File: src/hdl/swf_pkg.sv
package swf_pkg;

  localparam int TIME_W     = 48;
  localparam int ELEM_W     = 16;
  localparam int IN_LANES   = 4;
  localparam int CFG_IDX_W  = 3;
  localparam int CFG_DATA_W = 16;
  localparam int SIZE_W     = 5;
  localparam int STRIDE_W   = 16;
  localparam int DIMS_W     = 3;
  localparam int MINW_W     = 16;
  localparam int SEEN_W     = 2;

  localparam logic [TIME_W-1:0] DEFAULT_STEP = 48'd1000;
  localparam logic [SEEN_W-1:0] SEEN_MAX     = 2'd2;

  localparam logic CMD_SAMPLE  = 1'b0;
  localparam logic CMD_PAD     = 1'b1;
  localparam logic STAT_ELEM   = 1'b0;
  localparam logic STAT_DONE   = 1'b1;

  typedef enum logic [CFG_IDX_W-1:0] {
    REG_WINDOW_SIZE     = 3'd0,
    REG_WINDOW_STRIDE   = 3'd1,
    REG_ITEM_DIMS       = 3'd2,
    REG_MINIMUM_WINDOWS = 3'd3,
    REG_PAD_WITH_LAST   = 3'd4
  } cfg_reg_t;

  typedef enum logic [2:0] {
    ST_IDLE,
    ST_CHECK,
    ST_PAD,
    ST_EMIT,
    ST_DONE
  } state_t;

endpackage

File: src/hdl/swf_cell.sv
module swf_cell #(
  parameter int DIMS = 4,
  parameter int BITS = 16
) (
  input  logic                      clk,
  input  logic                      shift_en,
  input  logic [DIMS-1:0][BITS-1:0] d,
  output logic [DIMS-1:0][BITS-1:0] q
);

  logic [DIMS-1:0][BITS-1:0] vec_r;

  always_ff @(posedge clk) begin
    if (shift_en) begin
      vec_r <= d;
    end
  end

  assign q = vec_r;

endmodule

File: src/hdl/strided_window_framer.sv
// Sample transfer: ST_CHECK decides on a window in the cycle after acceptance; ST_EMIT
// registers one element per cycle (size * item_dims elements) while out_tready is high.
// The next transfer is taken in ST_IDLE, entered when the last element is registered or
// after ST_CHECK for a sample that completes no window. Pad vectors go ST_PAD, ST_CHECK.
// Reset (rst_n low, synchronous) clears control, counters and timestamps and loads the
// configuration defaults; the cell contents stay undefined until written.
module strided_window_framer #(
  parameter int MAX_WINDOW = 16,
  parameter int MAX_DIMS   = 4,
  parameter int VALUE_BITS = 16
) (
  input  logic                                clk,
  input  logic                                rst_n,
  input  logic                                in_tvalid,
  output logic                                in_tready,
  // lane_value_0, lane_value_1, lane_value_2, lane_value_3, sample_time
  input  logic [111:0]                        in_tdata,
  // command
  input  logic [0:0]                          in_tuser,
  output logic                                out_tvalid,
  input  logic                                out_tready,
  // element_value, window_time
  output logic [63:0]                         out_tdata,
  output logic                                out_tlast,
  // status
  output logic [0:0]                          out_tuser,
  input  logic                                cfg_valid,
  output logic                                cfg_ready,
  input  logic [swf_pkg::CFG_IDX_W-1:0]       cfg_index,
  input  logic [swf_pkg::CFG_DATA_W-1:0]      cfg_data
);

  localparam int CW  = $clog2(MAX_WINDOW + 1);
  localparam int SZW = (CW > swf_pkg::SIZE_W) ? CW : swf_pkg::SIZE_W;
  localparam int IW  = (MAX_WINDOW > 1) ? $clog2(MAX_WINDOW) : 1;
  localparam int DCW = $clog2(MAX_DIMS + 1);
  localparam int LW  = (MAX_DIMS > 1) ? $clog2(MAX_DIMS) : 1;
  localparam int TW  = swf_pkg::TIME_W;
  localparam int EW  = swf_pkg::ELEM_W;

  typedef logic [MAX_DIMS-1:0][VALUE_BITS-1:0] vec_t;

  swf_pkg::state_t state_r, state_nxt;

  logic [swf_pkg::SIZE_W-1:0]   cfg_size_r;
  logic [swf_pkg::STRIDE_W-1:0] cfg_stride_r;
  logic [swf_pkg::DIMS_W-1:0]   cfg_dims_r;
  logic [swf_pkg::MINW_W-1:0]   cfg_minw_r;
  logic                         cfg_padlast_r;

  logic [CW-1:0]                fill_r, fill_nxt;
  logic [swf_pkg::STRIDE_W-1:0] phase_r, phase_nxt;
  logic [swf_pkg::MINW_W-1:0]   emitted_r, emitted_nxt;
  logic [TW-1:0]                last_ts_r, last_ts_nxt;
  logic [TW-1:0]                prev_ts_r, prev_ts_nxt;
  logic [swf_pkg::SEEN_W-1:0]   seen_r, seen_nxt;
  logic [CW-1:0]                vcnt_r, vcnt_nxt;
  logic [LW-1:0]                lane_r, lane_nxt;
  logic                         pad_mode_r, pad_mode_nxt;

  vec_t                         pad_vec_r, pad_vec_nxt;
  logic [TW-1:0]                step_r, step_nxt;

  logic                         out_valid_r, out_valid_nxt;
  logic [EW-1:0]                out_val_r, out_val_nxt;
  logic [TW-1:0]                out_time_r, out_time_nxt;
  logic                         out_last_r, out_last_nxt;
  logic                         out_stat_r, out_stat_nxt;

  logic [CW-1:0]                ws, ws_m1;
  logic [SZW-1:0]               size_ext;
  logic [swf_pkg::STRIDE_W-1:0] stride_eff;
  logic [DCW-1:0]               dims;
  logic [LW-1:0]                dims_m1;

  vec_t                         in_vec, push_vec, oldest, newest;
  logic [TW-1:0]                in_time, push_time;
  logic                         in_xfer, push, rotate, out_ld, was_full, last_elem;
  logic [swf_pkg::STRIDE_W:0]   phase_inc;
  logic [VALUE_BITS+EW-1:0]     elem_ext;

  vec_t                         cell_d [MAX_WINDOW];
  vec_t                         cell_q [MAX_WINDOW];

  // effective register values
  assign size_ext = SZW'(cfg_size_r);

  always_comb begin
    if (cfg_size_r == '0) begin
      ws = CW'(1);
    end else if (size_ext > SZW'(MAX_WINDOW)) begin
      ws = CW'(MAX_WINDOW);
    end else begin
      ws = CW'(size_ext);
    end
  end

  always_comb begin
    if (cfg_dims_r == '0) begin
      dims = DCW'(1);
    end else if (cfg_dims_r > swf_pkg::DIMS_W'(MAX_DIMS)) begin
      dims = DCW'(MAX_DIMS);
    end else begin
      dims = DCW'(cfg_dims_r);
    end
  end

  assign ws_m1      = ws - CW'(1);
  assign dims_m1    = LW'(dims - DCW'(1));
  assign stride_eff = (cfg_stride_r == '0) ? swf_pkg::STRIDE_W'(1) : cfg_stride_r;

  // configuration
  assign cfg_ready = 1'b1;

  always_ff @(posedge clk) begin
    if (!rst_n) begin
      cfg_size_r    <= swf_pkg::SIZE_W'(1);
      cfg_stride_r  <= swf_pkg::STRIDE_W'(1);
      cfg_dims_r    <= swf_pkg::DIMS_W'(1);
      cfg_minw_r    <= '0;
      cfg_padlast_r <= 1'b0;
    end else if (cfg_valid) begin
      unique case (cfg_index)
        swf_pkg::REG_WINDOW_SIZE:     cfg_size_r    <= cfg_data[swf_pkg::SIZE_W-1:0];
        swf_pkg::REG_WINDOW_STRIDE:   cfg_stride_r  <= cfg_data[swf_pkg::STRIDE_W-1:0];
        swf_pkg::REG_ITEM_DIMS:       cfg_dims_r    <= cfg_data[swf_pkg::DIMS_W-1:0];
        swf_pkg::REG_MINIMUM_WINDOWS: cfg_minw_r    <= cfg_data[swf_pkg::MINW_W-1:0];
        swf_pkg::REG_PAD_WITH_LAST:   cfg_padlast_r <= cfg_data[0];
        default: ;
      endcase
    end
  end

  // input unpacking
  assign in_time = in_tdata[swf_pkg::IN_LANES*EW +: TW];

  always_comb begin
    logic [VALUE_BITS+EW-1:0] lane_ext;
    lane_ext = '0;
    for (int d = 0; d < MAX_DIMS; d++) begin
      lane_ext  = {{VALUE_BITS{1'b0}}, in_tdata[d*EW +: EW]};
      in_vec[d] = lane_ext[VALUE_BITS-1:0];
    end
  end

  // row of cells, newest at cell 0
  assign oldest   = cell_q[ws_m1[IW-1:0]];
  assign newest   = cell_q[0];
  assign push_vec = (state_r == swf_pkg::ST_PAD) ? pad_vec_r : in_vec;

  for (genvar i = 0; i < MAX_WINDOW; i++) begin : g_row
    if (i == 0) begin : g_head
      assign cell_d[i] = rotate ? oldest : push_vec;
    end else begin : g_link
      assign cell_d[i] = cell_q[i-1];
    end
    swf_cell #(
      .DIMS (MAX_DIMS),
      .BITS (VALUE_BITS)
    ) u_cell (
      .clk      (clk),
      .shift_en (push | rotate),
      .d        (cell_d[i]),
      .q        (cell_q[i])
    );
  end

  assign in_xfer   = in_tvalid & in_tready;
  assign in_tready = (state_r == swf_pkg::ST_IDLE);
  assign out_ld    = !out_valid_r || out_tready;
  assign was_full  = (fill_r >= ws);
  assign phase_inc = {1'b0, phase_r} + (swf_pkg::STRIDE_W+1)'(1);
  assign push_time = (state_r == swf_pkg::ST_PAD) ? (last_ts_r + step_r) : in_time;
  assign last_elem = (vcnt_r == ws_m1) && (lane_r == dims_m1);
  assign elem_ext  = {{EW{1'b0}}, oldest[lane_r]};

  always_comb begin
    state_nxt     = state_r;
    fill_nxt      = fill_r;
    phase_nxt     = phase_r;
    emitted_nxt   = emitted_r;
    last_ts_nxt   = last_ts_r;
    prev_ts_nxt   = prev_ts_r;
    seen_nxt      = seen_r;
    vcnt_nxt      = vcnt_r;
    lane_nxt      = lane_r;
    pad_mode_nxt  = pad_mode_r;
    pad_vec_nxt   = pad_vec_r;
    step_nxt      = step_r;
    out_valid_nxt = out_valid_r && !out_tready;
    out_val_nxt   = out_val_r;
    out_time_nxt  = out_time_r;
    out_last_nxt  = out_last_r;
    out_stat_nxt  = out_stat_r;
    push          = 1'b0;
    rotate        = 1'b0;

    unique case (state_r)
      swf_pkg::ST_IDLE: begin
        if (in_xfer) begin
          if (in_tuser[0] == swf_pkg::CMD_SAMPLE) begin
            push      = 1'b1;
            state_nxt = swf_pkg::ST_CHECK;
          end else if (seen_r == '0 || emitted_r >= cfg_minw_r) begin
            state_nxt = swf_pkg::ST_DONE;
          end else begin
            for (int d = 0; d < MAX_DIMS; d++) begin
              pad_vec_nxt[d] = (cfg_padlast_r && fill_r != '0 && DCW'(d) < dims) ?
                               newest[d] : '0;
            end
            step_nxt     = (seen_r >= swf_pkg::SEEN_MAX) ? (last_ts_r - prev_ts_r) :
                           swf_pkg::DEFAULT_STEP;
            pad_mode_nxt = 1'b1;
            state_nxt    = swf_pkg::ST_PAD;
          end
        end
      end
      swf_pkg::ST_PAD: begin
        push      = 1'b1;
        state_nxt = swf_pkg::ST_CHECK;
      end
      swf_pkg::ST_CHECK: begin
        vcnt_nxt = '0;
        lane_nxt = '0;
        if (fill_r == ws && phase_r == '0) begin
          state_nxt = swf_pkg::ST_EMIT;
        end else if (pad_mode_r) begin
          state_nxt = swf_pkg::ST_PAD;
        end else begin
          state_nxt = swf_pkg::ST_IDLE;
        end
      end
      swf_pkg::ST_EMIT: begin
        if (out_ld) begin
          out_valid_nxt = 1'b1;
          out_val_nxt   = elem_ext[EW-1:0];
          out_time_nxt  = last_ts_r;
          out_last_nxt  = last_elem;
          out_stat_nxt  = swf_pkg::STAT_ELEM;
          if (lane_r == dims_m1) begin
            rotate   = 1'b1;
            lane_nxt = '0;
            vcnt_nxt = vcnt_r + CW'(1);
          end else begin
            lane_nxt = lane_r + LW'(1);
          end
          if (last_elem) begin
            if (emitted_r != '1) begin
              emitted_nxt = emitted_r + swf_pkg::MINW_W'(1);
            end
            pad_mode_nxt = 1'b0;
            state_nxt    = swf_pkg::ST_IDLE;
          end
        end
      end
      swf_pkg::ST_DONE: begin
        if (out_ld) begin
          out_valid_nxt = 1'b1;
          out_val_nxt   = '0;
          out_time_nxt  = (seen_r == '0) ? '0 : last_ts_r;
          out_last_nxt  = 1'b1;
          out_stat_nxt  = swf_pkg::STAT_DONE;
          state_nxt     = swf_pkg::ST_IDLE;
        end
      end
      default: state_nxt = swf_pkg::ST_IDLE;
    endcase

    if (push) begin
      fill_nxt = was_full ? ws : fill_r + CW'(1);
      if (!was_full || phase_inc >= {1'b0, stride_eff}) begin
        phase_nxt = '0;
      end else begin
        phase_nxt = phase_inc[swf_pkg::STRIDE_W-1:0];
      end
      prev_ts_nxt = last_ts_r;
      last_ts_nxt = push_time;
      if (seen_r < swf_pkg::SEEN_MAX) begin
        seen_nxt = seen_r + swf_pkg::SEEN_W'(1);
      end
    end
  end

  always_ff @(posedge clk) begin
    if (!rst_n) begin
      state_r     <= swf_pkg::ST_IDLE;
      fill_r      <= '0;
      phase_r     <= '0;
      emitted_r   <= '0;
      last_ts_r   <= '0;
      prev_ts_r   <= '0;
      seen_r      <= '0;
      vcnt_r      <= '0;
      lane_r      <= '0;
      pad_mode_r  <= 1'b0;
      out_valid_r <= 1'b0;
    end else begin
      state_r     <= state_nxt;
      fill_r      <= fill_nxt;
      phase_r     <= phase_nxt;
      emitted_r   <= emitted_nxt;
      last_ts_r   <= last_ts_nxt;
      prev_ts_r   <= prev_ts_nxt;
      seen_r      <= seen_nxt;
      vcnt_r      <= vcnt_nxt;
      lane_r      <= lane_nxt;
      pad_mode_r  <= pad_mode_nxt;
      out_valid_r <= out_valid_nxt;
    end
  end

  always_ff @(posedge clk) begin
    pad_vec_r  <= pad_vec_nxt;
    step_r     <= step_nxt;
    out_val_r  <= out_val_nxt;
    out_time_r <= out_time_nxt;
    out_last_r <= out_last_nxt;
    out_stat_r <= out_stat_nxt;
  end

  assign out_tvalid = out_valid_r;
  assign out_tdata  = {out_time_r, out_val_r};
  assign out_tlast  = out_last_r;
  assign out_tuser  = out_stat_r;

  a_done_is_last: assert property (@(posedge clk) disable iff (!rst_n)
    (out_tvalid && out_tuser[0] == swf_pkg::STAT_DONE) |-> out_tlast)
    else $error("done status transfer without tlast");

  a_fill_bound: assert property (@(posedge clk) disable iff (!rst_n)
    fill_r <= CW'(MAX_WINDOW))
    else $error("fill count beyond row length");

  a_accept_moves: assert property (@(posedge clk) disable iff (!rst_n)
    in_xfer |=> (state_r == swf_pkg::ST_CHECK || state_r == swf_pkg::ST_PAD ||
                 state_r == swf_pkg::ST_DONE))
    else $error("accepted input left controller idle");

endmodule
File: config.mk
export PLATFORM = sky130hd
export DESIGN_NAME = strided_window_framer
export DESIGN_NICKNAME = d
export VERILOG_FILES = /design/src/hdl/swf_pkg.sv /design/src/hdl/swf_cell.sv /design/src/hdl/strided_window_framer.sv
export SDC_FILE = /design/constraint.sdc
export NUM_CORES = 2
export LEC_CHECK = 0
export ABC_AREA = 1
export BUFFER_PORTS_ARGS = -buffer_cell sky130_fd_sc_hd__buf_4
export CORE_MARGIN = 10
export CORE_UTILIZATION = 55
export CTS_CLUSTER_SIZE = 20
export DETAILED_ROUTE_END_ITERATION = 7
export PLACE_DENSITY = 0.75
export SYNTH_ARGS = -nofsm -noshare
export SYNTH_HDL_FRONTEND = slang
export SYNTH_SLANG_ARGS = --single-unit
File: constraint.sdc
create_clock -name clk -period 82 [get_ports clk]
set_input_delay 16.4 -clock clk [delete_from_list [all_inputs] [get_ports clk]]
set_output_delay 16.4 -clock clk [all_outputs]
set_load 0.02 [all_outputs]
==> metrics.txt <==
outcome=finished clean; worst reg2reg path depth=20; critical path capture point type=register; count of final setup violators=0; initial core utilization=55.5%; deepest clock path buffer count=3; H-tree Lvls=4; Placed Area=0.0691 mm2; chip width=368 um; Slew Viols, Final=0; Max-cap violations=0; DRC Markers=0; VDD IR max=0.0218 mV; CTS resizes=0; setup TNS=0 ns; power density cells=24.3 mW/mm2; register area share after synthesis=59.9%; overall power=1790 uW; Final Skew=0.0281 ns; FMAX=49.9 MHz; Hold-fix buffers, CTS=0; Post-synth ARST share=0%; CP peak stage delay=1.02 ns; reg2reg setup slack=76.02 ns; reg2reg start=cfg_size_r[2]; Area growth, synth to finish=11.0%; syn nets=7,714; setup bufs post-CTS=0; initial antenna violation count=6; first-pass GRT wire length=281 mm; CTS Buf Count=145; Die H=368 um; Overflow after GRT=0; wire per inst=19.8 um; multi-input logic area=0.0230 mm2; Slew Limit Headroom=5.90%; Arrival @ worst endpoint=20.42 ns; Initial DRC Count=5,667; unrepaired setup endpoints after global routing=false; First-pass DRT Iterations=6; Slowest cell on crit path=buf_4; ratio of cells with drive above 1 in the final layout=6.34%; Top FF cell, synth=edfxtp_1; startpoint types=input pin; IO Count=206; worst slew pin tran=1.41 ns; synthesized area=0.0665 mm2; Avg Vias per Cell=5.59; Row Count=127; Design Area, Final=0.0739 mm2; WHS=0.432 ns; leak pwr=0.0307 uW; Detailed Place HPWL=120 mm; root buffer cell=clkbuf_16; die footprint=0.135 mm2; Hold Crit Class=register to register; Post-Syn Area per Cell=8.95 um2; Req. time, crit path=82.40 ns; Metal-1 WL=77.1 mm; Final period util=24.4%; Vias=51,600; metal3 WL=14.4 mm; hold-critical path depth=0; hold path start=g_row[11].u_cell.q[10]; Filler cells=9,919; worst-path maximum fanout=194; PortBufs=204; placed cells=8,972; routability congestion estimate=0.995; CP Cell Sequence=buf_4 > nor2_1 > nand2_1 > nand2_1 > buf_4 > inv_6 > nand2_4 > buf_4 > buf_12; Setup Crit Path Kind=input pin to register; Most common cell on crit path=buf_4; Core ar.=0.120 mm2; top sig layer=met4; CTS tree=done; Sequential cell area=0.0399 mm2; final net count=7,787; Ys Warns=0; Total GRT Usage=26.3%; Fin. Hold Viols=0; hold path endpoint=g_row[12].u_cell.q[10]; vias in the first global route=49,100; antenna-violating nets left=0; synthesized instance count=7,434; pin count of the biggest net entering global routing=242; reg2reg end=out_val_r[8]; DR WL met2=84.0 mm; clk slew on worst S/H paths=0.06 ns; # clock sinks=1,390; Netlist cell types=44; number of synthesized flops with an enable pin=1,202; minimum clock period=20.02 ns; later-pin clock latency in the skew report=0.78 ns; Non-Filler Instances=9,234; Routed WL=183 mm; Seq cells post-synth=1,390
==> cells in the mapped netlist (2+ instances only) <==
cell type	n	share of area (%)
nor4_1	7	0.066
clkinv_1	2	0.011
nand2_1	3006	17
o21ai_1	6	0.045
and2_1	2	0.019
and3_1	4	0.038
xnor2_1	19	0.25
inv_2	5	0.028
nor2_1	491	2.8
fa_1	2	0.060
a21boi_0	3	0.034
nor3_1	45	0.34
a21oi_1	343	2.6
nand4_1	65	0.61
clkbuf_1	143	0.81
xor2_1	27	0.36
nand2_2	2	0.019
buf_2	113	0.85
o211ai_1	18	0.20
ha_1	141	2.7
o21a_1	8	0.090
nand3b_1	2	0.023
inv_1	596	3.4
nand3_1	573	4.3
buf_6	6	0.10
dfxtp_1	188	5.7
o21bai_1	17	0.19
nor3b_1	2	0.023
buf_4	34	0.38
buf_1	30	0.17
or2_2	7	0.066
a211oi_1	7	0.079
o21ai_0	221	1.7
a21o_1	15	0.17
a31oi_1	74	0.70
edfxtp_1	1202	54
==> kinds of logic after synthesis <==
kind of cell,count (synthesis),synth area share (%)
and+or+nand+nor,4209,25.3
DFF,1390,59.9
buffers and inverters,929,5.71
AOI/OAI and AO/OA,716,5.80
adders and majority gates,143,2.71
xor gates and xnor gates,46,0.605
other,1,0.00563
==> how the worst max path moves through the flow <==
stage	startpoint	to	slack, ns
finish	in_tuser	g_row[2].u_cell.q[12]	61.98
global route	in_tuser	g_row[6].u_cell.q[14]	61.71
CTS	in_tuser	g_row[0].u_cell.q[14]	62.12
detailed placement	in_tuser	g_row[3].u_cell.q[14]	61.29
global placement	in_tuser	g_row[3].u_cell.q[14]	61.34
floorplan	in_tuser	g_row[0].u_cell.q[0]	41.07
==> flip-flops by register name, summed over array words and instances, names as in the netlist, 2 cells and up <==
register	flops
pad_vec_r	64
out_time_r	48
prev_ts_r	48
step_r	48
state_r	3
seen_r	2
cfg_minw_r	16
g_row.u_cell.q	1024
cfg_dims_r	3
emitted_r	16
fill_r	5
last_ts_r	48
lane_r	2
cfg_size_r	5
cfg_stride_r	16
phase_r	16
vcnt_r	5
out_val_r	16
==> worst max-delay path: cells and delay by family <==
family        cells  cell delay [ns]
buf+inv           5             2.58
simple gates      4             1.14
==> per-stage QoR <==
stage / util, % / worst slack [ns]
floorplan: - / 41.07
global placement: 57.6 / 61.34
detailed placement: 57.6 / 61.29
CTS: 61.6 / 62.12
global route: 61.6 / 61.71
finish: 61.6 / 61.98
==> routing by layer <==
metal	vias to the layer above	GRT usage, %
li1	24700	-
met1	24300	36.2
met2	2191	41.1
met3	349	4.04
met4	0	11.5
met5	-	0
==> layout make-up <==
type	instances	area share, %
Inverter	603	3.08
Timing Repair Buffer	252	2.68
Clock inverter	72	1.14
Tap cell	1612	2.73
Antenna cell	4	0.0136
Multi-Input combinational cell	5115	31.1
Clock buffer	186	5.25
Sequential cell	1390	54.0
==> power by group <==
| part | total, uW | switching (uW) | internal [uW] |
|---|---|---|---|
| Clock | 659 | 281 | 377 |
| Sequential | 860 | 25.8 | 834 |
| Combinational | 277 | 201 | 75.7 |
==> placed cells by master, fill, tap and decap left out, types with 17 or more instances in the layout <==
master,count
nand3_1,573
o21ai_0,221
nor2_1,488
nand2_1,3000
o211ai_1,18
inv_1,592
clkinv_1,26
dfxtp_1,188
edfxtp_1,1202
a21oi_1,342
xor2_1,27
o21bai_1,17
nor3_1,45
a31oi_1,74
ha_1,140
nand4_1,65
clkinv_2,19
clkbuf_16,147
xnor2_1,19
buf_4,245
clkbuf_1,34
(Power assumes the default switching activity.)
